File: src/sv/rk4_pkg.sv
// Shared types and constants for the RK4 complex linear step unit.
`default_nettype none
package rk4_pkg;

  localparam logic [2:0] OP_LOAD_START = 3'd0;
  localparam logic [2:0] OP_LOAD_MID   = 3'd1;
  localparam logic [2:0] OP_LOAD_END   = 3'd2;
  localparam logic [2:0] OP_LOAD_STATE = 3'd3;
  localparam logic [2:0] OP_STEP       = 3'd4;
  localparam logic [2:0] OP_READ       = 3'd5;

  localparam int CFG_IDX_W  = 2;
  localparam int CFG_DATA_W = 24;
  localparam logic [CFG_IDX_W-1:0] CFG_DT     = 2'd0;
  localparam logic [CFG_IDX_W-1:0] CFG_SIZE   = 2'd1;
  localparam logic [CFG_IDX_W-1:0] CFG_SINGLE = 2'd2;

  localparam logic [23:0] DT_RESET   = 24'd65536;
  localparam logic [4:0]  SIZE_RESET = 5'd16;

  typedef struct packed {
    logic [2:0]         opcode;
    logic [3:0]         row_index;
    logic [3:0]         col_index;
    logic signed [31:0] value_real;
    logic signed [31:0] value_imag;
  } in_item_t;

  typedef struct packed {
    logic [3:0]         elem_index;
    logic signed [31:0] elem_real;
    logic signed [31:0] elem_imag;
    logic               overflow;
    logic               last;
  } out_item_t;

  typedef struct packed {
    logic signed [31:0] re;
    logic signed [31:0] im;
  } cval_t;

  typedef struct packed {
    logic vld;
    logic clr;
    logic shl;
  } mac_ctl_t;

  typedef enum logic [1:0] {
    FM_RND,
    FM_DIV2,
    FM_DIV1,
    FM_DIV6
  } fin_mode_t;

  typedef struct packed {
    logic      start;
    fin_mode_t mode;
  } fin_req_t;

endpackage
`default_nettype wire

File: src/sv/rk4_fin.sv
// Finishing unit: rounds, scales by constant divisors, adds a base and saturates.
`default_nettype none
module rk4_fin #(
  parameter int ACC_W     = 70,
  parameter int FRAC_BITS = 16
) (
  input  wire logic               clk,
  input  wire logic               rst_n,
  input  wire rk4_pkg::fin_req_t  req,
  input  wire logic signed [ACC_W-1:0] acc_re,
  input  wire logic signed [ACC_W-1:0] acc_im,
  input  wire rk4_pkg::cval_t     base,
  output logic                    done,
  output rk4_pkg::cval_t          res,
  output logic                    ovf
);

  localparam int DIV_STEPS = 9;
  localparam logic signed [37:0] SAT_HI = 38'sd2147483647;
  localparam logic signed [37:0] SAT_LO = -38'sd2147483648;

  typedef enum logic [1:0] {F_IDLE, F_ADD, F_DIV, F_SUM} fst_t;

  fst_t                state_r;
  rk4_pkg::fin_mode_t  mode_r;
  logic [3:0]          cnt_r;
  logic                neg_r [2];
  logic [ACC_W-1:0]    mag_r [2];
  logic signed [31:0]  base_r [2];
  logic [35:0]         dv_r [2];
  logic                done_r, ovf_r;
  rk4_pkg::cval_t      res_r;

  logic signed [ACC_W-1:0] acc_l [2];
  logic [ACC_W-1:0]    mag_in [2];
  logic [ACC_W:0]      m2 [2];
  logic [ACC_W:0]      t [2];
  logic [34:0]         u [2];
  logic signed [37:0]  v [2];
  logic signed [31:0]  sat_v [2];
  logic                sat_f [2];

  always_comb begin
    acc_l[0] = acc_re;
    acc_l[1] = acc_im;
    for (int k = 0; k < 2; k++) begin
      mag_in[k] = acc_l[k][ACC_W-1] ? ACC_W'(-acc_l[k]) : ACC_W'(acc_l[k]);
      case (mode_r)
        rk4_pkg::FM_RND: begin
          m2[k] = {1'b0, mag_r[k]} + ((ACC_W+1)'(1) << (FRAC_BITS - 1));
          t[k]  = m2[k] >> FRAC_BITS;
        end
        rk4_pkg::FM_DIV2: begin
          m2[k] = {1'b0, mag_r[k]} + ((ACC_W+1)'(1) << 24);
          t[k]  = m2[k] >> 25;
        end
        rk4_pkg::FM_DIV1: begin
          m2[k] = {1'b0, mag_r[k]} + ((ACC_W+1)'(1) << 23);
          t[k]  = m2[k] >> 24;
        end
        default: begin
          m2[k] = {1'b0, mag_r[k]} + ((ACC_W+1)'(3) << 24);
          t[k]  = m2[k] >> 25;
        end
      endcase
      u[k] = (|t[k][ACC_W:35]) ? '1 : t[k][34:0];
      v[k] = 38'(base_r[k]) + (neg_r[k] ? -$signed({2'b00, dv_r[k]})
                                         : $signed({2'b00, dv_r[k]}));
      if (v[k] > SAT_HI) begin
        sat_v[k] = 32'sh7fffffff;
        sat_f[k] = 1'b1;
      end else if (v[k] < SAT_LO) begin
        sat_v[k] = -32'sh7fffffff - 32'sd1;
        sat_f[k] = 1'b1;
      end else begin
        sat_v[k] = 32'(v[k]);
        sat_f[k] = 1'b0;
      end
    end
  end

  // remainder of each division step carries into the next nibble
  logic [1:0] rem_r [2];
  logic [1:0] rem_nxt [2];
  always_comb begin
    logic [2:0] t3;
    for (int k = 0; k < 2; k++) begin
      rem_nxt[k] = rem_r[k];
      for (int b = 3; b >= 0; b--) begin
        t3 = {rem_nxt[k], dv_r[k][32+b]};
        rem_nxt[k] = (t3 >= 3'd3) ? 2'(t3 - 3'd3) : t3[1:0];
      end
    end
  end

  logic [35:0] dq_nxt [2];
  always_comb begin
    logic [1:0] rem;
    logic [2:0] t3;
    logic [3:0] qb;
    for (int k = 0; k < 2; k++) begin
      rem = rem_r[k];
      qb  = 4'd0;
      for (int b = 3; b >= 0; b--) begin
        t3 = {rem, dv_r[k][32+b]};
        if (t3 >= 3'd3) begin
          rem   = 2'(t3 - 3'd3);
          qb[b] = 1'b1;
        end else begin
          rem = t3[1:0];
        end
      end
      dq_nxt[k] = {dv_r[k][31:0], qb};
    end
  end

  always_ff @(posedge clk) begin
    if (!rst_n) begin
      state_r <= F_IDLE;
      done_r  <= 1'b0;
      ovf_r   <= 1'b0;
      cnt_r   <= '0;
    end else begin
      done_r <= (state_r == F_SUM);
      unique case (state_r)
        F_IDLE: begin
          if (req.start) begin
            mode_r <= req.mode;
            for (int k = 0; k < 2; k++) begin
              neg_r[k] <= acc_l[k][ACC_W-1];
              mag_r[k] <= mag_in[k];
            end
            base_r[0] <= (req.mode == rk4_pkg::FM_RND) ? 32'sd0 : base.re;
            base_r[1] <= (req.mode == rk4_pkg::FM_RND) ? 32'sd0 : base.im;
            state_r   <= F_ADD;
          end
        end
        F_ADD: begin
          for (int k = 0; k < 2; k++) begin
            dv_r[k]  <= {1'b0, u[k]};
            rem_r[k] <= 2'd0;
          end
          cnt_r   <= '0;
          state_r <= (mode_r == rk4_pkg::FM_DIV6) ? F_DIV : F_SUM;
        end
        F_DIV: begin
          for (int k = 0; k < 2; k++) begin
            dv_r[k]  <= dq_nxt[k];
            rem_r[k] <= rem_nxt[k];
          end
          cnt_r <= cnt_r + 4'd1;
          if (cnt_r == 4'(DIV_STEPS - 1)) begin
            state_r <= F_SUM;
          end
        end
        F_SUM: begin
          res_r.re <= sat_v[0];
          res_r.im <= sat_v[1];
          ovf_r    <= sat_f[0] | sat_f[1];
          state_r  <= F_IDLE;
        end
        default: state_r <= F_IDLE;
      endcase
    end
  end

  assign done = done_r;
  assign res  = res_r;
  assign ovf  = ovf_r;

endmodule
`default_nettype wire

File: config.mk
export PLATFORM = sky130hd
export DESIGN_NAME = rk4_fin
export DESIGN_NICKNAME = d
export VERILOG_FILES = /design/src/sv/rk4_pkg.sv /design/src/sv/rk4_fin.sv
export SDC_FILE = /design/constraint.sdc
export NUM_CORES = 1
export LEC_CHECK = 0
export BUFFER_PORTS_ARGS = -buffer_cell sky130_fd_sc_hd__buf_2
export CAP_MARGIN = 20
export CORE_AREA = 2 2 235 237
export CTS_CLUSTER_DIAMETER = 50
export DETAILED_ROUTE_END_ITERATION = 10
export DIE_AREA = 0 0 237 239
export PLACE_DENSITY = 0.8
export SLEW_MARGIN = 0
export SYNTH_ARGS = -nofsm -noshare
export SYNTH_HDL_FRONTEND = slang
export SYNTH_SLANG_ARGS = --single-unit
File: constraint.sdc
create_clock -name clk -period 7.9 [get_ports clk]
set_input_delay 0.79 -clock clk [delete_from_list [all_inputs] [get_ports clk]]
set_output_delay 0.79 -clock clk [all_outputs]
set_load 0.01 [all_outputs]
Word level (Yosys, flattened, before mapping) --
Memory sizes are Yosys's and may differ from the RTL's. Index checks and enable logic that the tools add are counted.
Cells by class: bitwise gates (word level) 5, muxes and demuxes 51, $lt $le $gt $ge 12, shift operators 0, multiply operators 0, div/mod/pow operators 0, eq/ne operators 9, add/subtract/negate cells 23, reduce and logical (&&, ||, !) cells 9
Operator list (number):
- case mux 55 bit (3 select lines) | 2
- adder 70 x 16 -> 71 bit, second input constant | 2
- adder 70 x 24 -> 71 bit, second input constant | 2
- adder 70 x 25 -> 71 bit, second input constant | 2
- adder 70 x 26 -> 71 bit, second input constant | 2
- two-way mux 70 bit | 2
- negation 70 bit | 2
- two-way mux 32 bit | 4
- adder 32 x 38 -> 38 bit | 2
- > comparator 38 x 32 -> 1 bit, second input constant | 2
- less-than comparator 38 x 32 -> 1 bit, second input constant | 2
- two-way mux 38 bit | 2
- negation 36 -> 38 bit | 2
- two-way mux 36 bit | 2
- OR reduction 36 bit | 2
- two-way mux 35 bit | 2
- greater-or-equal comparator 3 x 2 -> 1 bit, second input constant | 8
- two-way mux 2 bit | 12
- two-way mux 1 bit | 23
- subtractor 2 bit, second input constant | 8
- == test 2 bit, second input constant | 4
- case mux 2 bit (4 select lines) | 1
- case mux 4 bit (2 select lines) | 1
- logical NOT 2 bit | 3
- other kinds (8) | 15
Storage, ports and cells: memory bits (writable) 282, latch bits 0, word-level logic and storage cells 121, output and inout port bits 66, register bits 74, ROM bits 0, memories kept 5
Memory list:
- mag_r | words 2, width 70, read ports 2, clocked after memory_dff 0, wr ports 2, RTL line rk4_fin.sv:28 | logic [ACC_W-1:0] mag_r [2];
- dv_r | words 2, width 36, read ports 2, clocked after memory_dff 0, wr ports 2, RTL line rk4_fin.sv:30 | logic [35:0] dv_r [2];
- base_r | words 2, width 32, read ports 2, clocked after memory_dff 0, wr ports 2, RTL line rk4_fin.sv:29 | logic signed [31:0] base_r [2];
- rem_r | words 2, width 2, read ports 2, clocked after memory_dff 0, wr ports 2, RTL line rk4_fin.sv:83 | logic [1:0] rem_r [2];
- neg_r | words 2, width 1, read ports 2, clocked after memory_dff 0, wr ports 2, RTL line rk4_fin.sv:27 | logic neg_r [2];

Logic depth before layout (Yosys ltp) --
Gate-level depths: netlist (run 1). An unclocked memory read counts as a cell.
word-level depth 10, mapped depth 22, gate-level depth less buffers 20

Least setup slack after synthesis (run 1) --
Ideal clock, no wire load.
kind reg-to-reg, start memory dv_r[1][12], in the netlist dv_r[0][48], end register res_r, in the netlist res[16], data pin, required time 7.748 ns, arrival 5.821 ns, cell stages (with the launch flop) 21, path buffers 1, slack 1.927 ns, period minus slack after synthesis 5.973 ns, cells stage by stage edfxtp_1 or4_1 or4_1 or3_1 or3_1 or2_2 or3_1 o21ai_0 xnor2_1 ha_1 a21o_1 a21o_1 a2111oi_0 nor3_1 a22oi_1 nand2_1 or3b_2 o41ai_1 inv_1 clkbuf_1 o21ai_0
RTL lines:
- from (decl) | RTL line rk4_fin.sv:30
- to (decl) | RTL line rk4_fin.sv:32 | rk4_pkg::cval_t res_r;

==> results of run 1 <==
## cells in the mapped netlist, drive strengths merged, types with 84 or more instances
library cell and number:
xnor2 338, edfxtp 318, nand2 276, nor2 267, o21ai 237, a21oi 220, clkbuf 165, xor2 139
ha 100, nand4 91, nor3 90, nand3 88, nor2b 84
## state kept, by name, summed over array words and instances (netlist names)
name     count
mode_r       2
ovf          1
base_r      64
state_r      2
neg_r        2
res         64
mag_r      110
dv_r        72
rem_r        4
cnt_r        4
done         1
## power by group through the flow
stage                     Clock (W)  Sequential [W]  Combinational [W]
final                       0.00186         0.00248            0.00235
after global routing        0.00196         0.00250            0.00260
after CTS                   0.00190         0.00248            0.00232
after detailed placement          0         0.00251            0.00230
after global placement            0         0.00251            0.00226
after floorplan                   0         0.00238            0.00186
## layer usage
metal	part of all wire, %	up-vias
met2	43	1038
li1	-	11600
met1	45	11000
met3	8.6	129
met5	0.077	-
met4	2.7	8
## worst max path at each step
stage | from | end | slack (ns)
after floorplan | dv_r[0][48]$_DFFE_PP_ | res[16]$_SDFFCE_PN1P_ | 1.93
after global placement | dv_r[0][48]$_DFFE_PP_ | res[1]$_SDFFCE_PN1P_ | 1.08
after detailed placement | dv_r[0][46]$_DFFE_PP_ | res[5]$_SDFFCE_PN1P_ | 0.93
after CTS | dv_r[0][46]$_DFFE_PP_ | res[5]$_SDFFCE_PN1P_ | 0.86
after global routing | dv_r[0][46]$_DFFE_PP_ | res[11]$_SDFFCE_PN1P_ | 0.36
final | dv_r[0][46]$_DFFE_PP_ | res[5]$_SDFFCE_PN1P_ | 0.79
## cell type report
| class | count | area, µm² |
|---|---|---|
| clock buffer | 47 | 1090 |
| clock inverter | 31 | 259 |
| fill | 4932 | 24400 |
| inverter | 58 | 218 |
| multi-input combinational | 2500 | 16200 |
| sequential | 326 | 9710 |
| tap | 704 | 881 |
| timing repair buffer | 298 | 1570 |
## worst max-delay path, cell delays in order, from the launching register on
cell,delay (ns)
edfxtp_1,0.48
or4_1,0.57
or4_1,0.50
or3_1,0.35
or3_1,0.35
or2_2,0.33
or3_1,0.36
o21ai_0,0.21
xnor2_1,0.14
ha_1,0.31
a21o_1,0.21
a21o_1,0.18
a2111oi_0,0.40
nor3_1,0.17
a22oi_1,0.32
nand2_1,0.12
or3b_2,0.49
o41ai_1,0.53
inv_1,0.55
o21ai_0,0.35
## through the flow
stage                     hold slack (ns)  util (%)
after floorplan                     0.503         -
after global placement              0.525      52.5
after detailed placement            0.534      52.5
after CTS                           0.407      55.0
after global routing                0.426      55.0
final                               0.431      55.0
## cell families (layout without fill, tap and decap cells)
| kind of cell | after synthesis | count (layout) |
|---|---|---|
| xor+xnor | 477 | 477 |
| simple gates | 1144 | 1144 |
| mux | 18 | 18 |
| fa+ha+maj | 104 | 104 |
| flops | 326 | 326 |
| buf+inv | 269 | 434 |
| compound gates | 757 | 757 |
==> impl_summary.md, run 1 <==
Worst setup path
The type of the worst setup path is flop to flop. The startpoint of the most critical register-to-register path is dv_r[0][46]$_DFFE_PP_. The depth of the worst register-to-register path is 19. Of all nets on the critical path, the largest fanout is 30. The worst setup path is captured at a flop. Data on the critical path arrives at its endpoint at 7.52 ns.

For flop-to-flop paths, the worst setup slack is roughly 0.8 ns. The worst setup path is launched from a flop. The capture instance of the worst register-to-register path is res[5]$_SDFFCE_PN1P_. For the worst setup path, the data required time is 8.30 ns.

Cells and area
The non-filler instance count after layout is just under 4000. The total inserted antenna cells is 0. The leading cell type in the layout, fill and taps excluded is xnor2_1. The fraction of layout instances using a drive strength above 1 is ~13%. The synthesis-to-layout area growth is 11.1%. The net count of the finished layout is 3540. The post-route standard cell area excluding fillers is 29900 µm².

Leaving out fill and tap cells, the most frequent cells in the layout are xnor2_1 (337), edfxtp_1 (318), nand2_1 (275).

GRT
The layer flagged by global routing as most heavily used is met2. The number of antenna violations at the first check in global routing is 4. Entering global routing, the biggest net connects 77 pins. The all-layer global routing usage is 25.7%. The met2 track utilization from global routing is 38.8%. In the global route stage, met1 resource usage came out at 37.7%.

The via count of the first global-routing pass is 21500. The total grt overflow is 0. Global routing used 3.97% of the available met3 tracks. The global-route wire length before repair is 117000 µm.

Yosys
After synthesis, the cell types taking the most area are edfxtp_1 (35%), xnor2_1 (11%), ha_1 (4.7%). The gate count after technology mapping is 3095. By area, the combinational part of the netlist is dominated by simple AND/OR/NAND/NOR gates. The mux cell area share after synthesis is less than 1%. The register bit count reported by yosys is 326.

The number of nets in the synthesized netlist is 3408. In the synthesized netlist the dominant register cell turns out to be edfxtp_1. The area fraction of the dominant cell type after synthesis is 35.5%. Of the total synthesized cell area, the portion taken by AND, OR, NAND and NOR gates is 21.5%. Yosys mapped a number of flops with a built-in enable equal to 318. Of the synthesized area, sequential elements account for 36.1%. Of the total synthesized cell area, the portion taken by XOR and XNOR cells is 15.6%. The largest total area in the synthesized netlist belongs to edfxtp_1. Summing every instance area after synthesis gives around 27000 µm². The share of the synthesized area in compound gates (AO/OA/AOI/OAI) is between 10% and 20%.

The share of synthesized flip-flops with an asynchronous set or reset is 0%. In this run the mean area of a mapped cell was 8.69 µm². For this run, the number of Yosys warnings is 0.

The fraction of the mapped netlist area in adder cells is 4.95%. The number of distinct standard cells referenced by the synthesized netlist is 87.

Status
The flow ran to the end, and the final reports show no timing, DRC or antenna violations.

Clocking
The number of clock buffers inserted by TritonCTS is 43. For this design, the CTS-stage hold fixing added 0 buffers. The post-CTS setup repair buffer count is 0. TritonCTS built the clock tree. The number of resized instances in the post-cts repair step is 0. The tree built by TritonCTS fans out to 326 sinks. The master cell of the clock root buffer is clkbuf_16. The H-tree depth is 2. The clock network latency to the later pin of the worst-skew pair is just under 0.6 ns. In this run the deepest clock path goes through 3 buffers. After clock tree synthesis, the clock-pin slew on the worst setup and hold paths is around 0.060 ns.

Drt
In this run the remaining antenna-violating nets after routing total 0. The first routing iteration left about 2300 violations. In the routed design, unresolved DRC markers number 0.

The average routed wire per standard cell is 18.9 µm. The number of vias per cell after detailed routing is 5.98. The routed wire length is about 75000 µm.

The total vias in the final route is 23700. The first TritonRoute pass finished after 6 iterations.

Min path
The worst min-delay path category is input pin to flop. Counting instances, the worst hold path has a depth of 1. The start point of the worst min-delay path is req[1]. For hold timing, the worst endpoint is mode_r[1]$_DFFE_PP_.

STA
The clock arrives with roughly 0.021 ns of skew. Counting I/O delays and the setup requirement, the final critical path takes 7.11 ns. For the pin with the worst max-slew slack, the measured transition is 1.13 ns. The number of hold violations in the final report came to 0.

Setup total negative slack on the finished layout was measured at 0 ns. Static timing analysis puts the maximum clock frequency at roughly 140 MHz. Of the available clock period, the critical path in the final layout requires 90.1%. The final max-slew violation count is 0.

The count of endpoints failing setup in the final report is 0. Setup repair after global routing left no endpoint under its margin. Setup slack closes at 0.785 ns. The worst relative slew slack is between 20% and 30%.

Pwr
The internal portion of the total power is 0.00416 W. The share of total power dissipated in sequential elements is 37.1%. The overall power of the completed layout is between 0.006 and 0.007 W. For this design the ratio of total power to cell area is about 220 nW/µm².

The switching power as a share of total power is 37.7%. Summed over all nets, the switching power comes to 0.00252 W. The peak supply drop is 140 µV.

The reported leakage power is between 10 and 15 nW. The power share of the clock group is 27.7%. The relative contribution of combinational cells to total power is 35.2%.

Floorplan
The floorplan step set the die height to 239 µm. The placeable core region is about 54000 µm². Measured along the x axis, the die boundary spans between 200 and 250 µm. The die covers 56600 µm². The number of rows created at floorplan is 86. 275 I/O pins were placed. The initial standard-cell utilization of the core is 49.5%.

Place
The count of buffers added on input and output ports is 274. Once placement completed, the tool counted placed cells totaling 3884. Timing analysis after detailed placement gives a worst setup slack of 0.931 ns. The wire-length estimate of the detail-placed layout is 57000 µm. Once placement finished, the instance area stood at 28500 µm². Routability-driven placement finished with a final weighted congestion of 0.955.

Run
The max-cap check violation count is 0.
(Power assumes the default switching activity.)
==> inputs of run 2 (changes only) <==
--- a/config.mk
+++ b/config.mk
@@ -7,11 +7,13 @@
 export LEC_CHECK = 0
 export BUFFER_PORTS_ARGS = -buffer_cell sky130_fd_sc_hd__buf_2
 export CAP_MARGIN = 20
-export CORE_AREA = 2 2 235 237
+export CELL_PAD_IN_SITES_DETAIL_PLACEMENT = 0
+export CELL_PAD_IN_SITES_GLOBAL_PLACEMENT = 1
+export CORE_AREA = 2 2 245 247
 export CTS_CLUSTER_DIAMETER = 50
 export DETAILED_ROUTE_END_ITERATION = 10
-export DIE_AREA = 0 0 237 239
-export PLACE_DENSITY = 0.8
+export DIE_AREA = 0 0 247 249
+export PLACE_DENSITY = 0.92
 export SLEW_MARGIN = 0
 export SYNTH_ARGS = -nofsm -noshare
 export SYNTH_HDL_FRONTEND = slang
==> run 2 against run 1 <==
Compared with the run above:
- core utilization fell by 4.0 points
- clock power rose by 2%
- maximum frequency rose by 0.79%
- register-to-register slack improved by 0.06 ns
- critical path depth did not move
- critical endpoint is now res[29]$_SDFFCE_PN1P_
- largest cell class unchanged
==> impl_summary.md, run 2 (synthesis gave the netlist of run 1 again) <==
STA
After routing, the total negative slack on setup checks comes to 0 ns. The final period utilization is 89.4%. The clock period minus worst slack is 7.06 ns. In this run the tightest slew margin relative to its limit is 30.4%.

The worst-case clock skew is between 0.01 and 0.015 ns. At the pin with the least slew margin, the transition time is 1.03 ns. The number of hold violations in the final report came to 0. The final max-slew violation count was 0. Setup violations remaining at the end of the flow were counted as 0. Setup repair after global routing left no endpoint under its margin.

For this run, the top clock speed supported by timing is 142 MHz.

Cells and area
The count of cells in the finished layout, fillers not included, comes to 4023. The number of nets in the final layout is ~3500. The total inserted antenna cells is 0. The register with the most flip-flops in the layout has 110 of them. After routing the design area is 30000 µm². In the layout the commonest cells are xnor2_1 (337), edfxtp_1 (318), nand2_1 (275). The utilization of the core after routing is roughly half. The library cell used most frequently in the layout, excluding fill and tap cells, is xnor2_1. In the final layout, the share of cells above drive strength 1 is 12.6%.

The register with the most flip-flops is mag_r. The largest registers in the layout are mag_r x110, dv_r x72. The synthesis-to-layout area growth is 11.4%.

Drt
The routed wire length is 74700 µm. The uppermost metal layer occupied by signal nets is met4. In this run, the number of DRC markers left after iteration 0 of detailed routing was between 2000 and 2500. In the detailed route, the total length drawn on met3 is 5660 µm. The wire length on met2 is between 30000 and 40000 µm. The average routed wire per standard cell is 18.6 µm.

The total vias in the final route is about 23000. The number of vias per cell after detailed routing is 5.82. After detailed routing, the wire length on met1 is 35400 µm. In the routed design, unresolved DRC markers number 0. The number of nets with antenna violations after routing is 0. The length of the first detailed-routing pass in iterations is 6.

Place
The count of buffers inserted at the top-level ports is ~270. The detailed placer's ending HPWL is 57300 µm. The cell area after placement is 28600 µm². The weighted congestion at the end of routability-driven global placement is between 0.9 and 1. The number of placed instances with taps included is 3950.

Worst setup path
In this design, the critical path's most frequently occurring cell is or3_1. The slack of the worst reg-to-reg path is 0.84 ns. The sort of element at the start of the critical path is a flop.

The worst-path maximum fanout is 30. Among all stages on the critical path, the largest delay is contributed by or4_1. By startpoint and endpoint, the worst setup path is classified as flop to flop. The type of element capturing the critical path is a flop.

The worst register-to-register path begins at dv_r[0][48]$_DFFE_PP_. The capture instance of the worst register-to-register path is res[29]$_SDFFCE_PN1P_. Traced cell by cell, the critical path runs through or4_1 > or4_1 > or3_1 > or3_1 > or2_2 > or3_1 > o21ai_0 > xnor2_1 > ha_1 > a21o_1 > a21o_1 > a2111oi_0 > nor3_1 > a22oi_1 > nand2_1 > or3b_2 > o41ai_1 > inv_1 > o21ai_0. Data on the critical path is required at its endpoint by between 8 and 9 ns.

The number of cells on the worst reg-to-reg path is 19. Data on the critical path arrives at its endpoint at ~7.5 ns. The largest single stage delay on the critical path is 0.60 ns.

Status
The flow ran to the end, and the final reports show no timing, DRC or antenna violations.

Clocking
For the worst-skew pair, the clock arrives at the later sink with an insertion delay of 0.58 ns. The H-tree depth is 2. The master cell of the clock root buffer is clkbuf_16. For this design, the sink count on the clock tree is 326. After clock tree synthesis, the setup repair step added 0 buffers. The clock transition at the register clock pins on the worst setup and hold paths after CTS is 0.06 ns. The number of buffers between clock root and the deepest sink is 3.

Hold repair after CTS inserted 0 buffers. Counting the buffers created by CTS gives 41. Post-CTS repair changed the size of 0 cells. TritonCTS built the clock tree.

Floorplan
The floorplan step set the die width to 247 µm. In this run the standard cell core region covers 58700 µm². The total I/O pin count is 275.

The floorplan step defined a die boundary enclosing roughly 62000 µm². The die boundary height is about 250 µm. The number of rows created at floorplan is 89. The initial utilization of the core area, before any placement, comes to 45.8%.

Run
The max-cap check violation count is 0.

Pwr
The power density over cell area is 224 nW/µm². IR analysis of the VDD net gives a maximum drop of 197 µV. The reported leakage power is 10.0 nW.

GRT
In the global route stage, overall resource usage came out at a little under a quarter. For this run the aggregate overflow at the end of global routing stands at 0. The via count of the first global-routing pass is roughly 21000. The largest net degree at the start of global routing is between 100 and 150. The first global-routing pass estimated 117000 µm of wire. The number of antenna violations at the first check in global routing came to 0.

Min path
The worst min-delay path endpoint is mode_r[0]$_DFFE_PP_. The tightest min-delay check is of the input pin to flop type. The start point of the worst min-delay path is req[0]. Counting instances, the worst hold path has a depth of 1.
[run 2: changes by cell type in the layout (fill, tap and decap cells not counted), sizes merged]
cell / before / now
buf: 297 / 294
bufinv: 0 / 5
clkinv: 19 / 9
clkbuf: 48 / 46
[run 2: report_power, final]
group          internal (W)  total (W)  switching [W]
logic              0.000894    0.00234        0.00145
registers           0.00224    0.00248       0.000238
clock network       0.00113    0.00190       0.000769
total               0.00426    0.00672        0.00245
[run 2: metrics by stage]
step / hold slack, ns / power (W) / setup slack, ns
floorplan: 0.503 / 0.00423 / 1.93
global placement: 0.525 / 0.00479 / 0.866
detailed placement: 0.528 / 0.00482 / 0.727
CTS: 0.393 / 0.00674 / 0.662
global route: 0.404 / 0.00712 / 0.111
finish: 0.431 / 0.00672 / 0.841
[run 2: critical path: cells and delay by family (launching register included)]
family | cells | cell delay [ns]
fa+ha+maj | 1 | 0.31
flops | 1 | 0.45
simple gates | 9 | 3.24
buf+inv | 1 | 0.53
xor+xnor | 1 | 0.14
compound gates | 7 | 2.21
[run 2: how the worst max path moves through the flow]
stage | start | to | slack, ns | cells past startpoint
2_1_floorplan | dv_r[0][48]$_DFFE_PP_ | res[16]$_SDFFCE_PN1P_ | 1.93 | 20
3_3_place_gp | dv_r[0][48]$_DFFE_PP_ | res[1]$_SDFFCE_PN1P_ | 0.87 | 19
3_5_place_dp | dv_r[0][48]$_DFFE_PP_ | res[1]$_SDFFCE_PN1P_ | 0.73 | 19
4_1_cts | dv_r[0][48]$_DFFE_PP_ | res[20]$_SDFFCE_PN1P_ | 0.66 | 19
5_1_grt | dv_r[0][48]$_DFFE_PP_ | res[20]$_SDFFCE_PN1P_ | 0.11 | 19
6_report | dv_r[0][48]$_DFFE_PP_ | res[29]$_SDFFCE_PN1P_ | 0.84 | 19
[run 2: per-layer routing]
metal  vias up  track usage (%)
met1     10800             36.1
met5         -                0
met3       109             3.48
met2       907             34.8
li1      11600                -
met4         0             6.21
[run 2: cell type report]
| type | instances | area, µm² |
|---|---|---|
| fill | 5520 | 28700 |
| clock inverter | 26 | 308 |
| timing repair buffer | 294 | 1550 |
| sequential | 326 | 9710 |
| inverter | 58 | 218 |
| clock buffer | 46 | 1040 |
| tap | 773 | 967 |
| multi-input combinational | 2500 | 16200 |
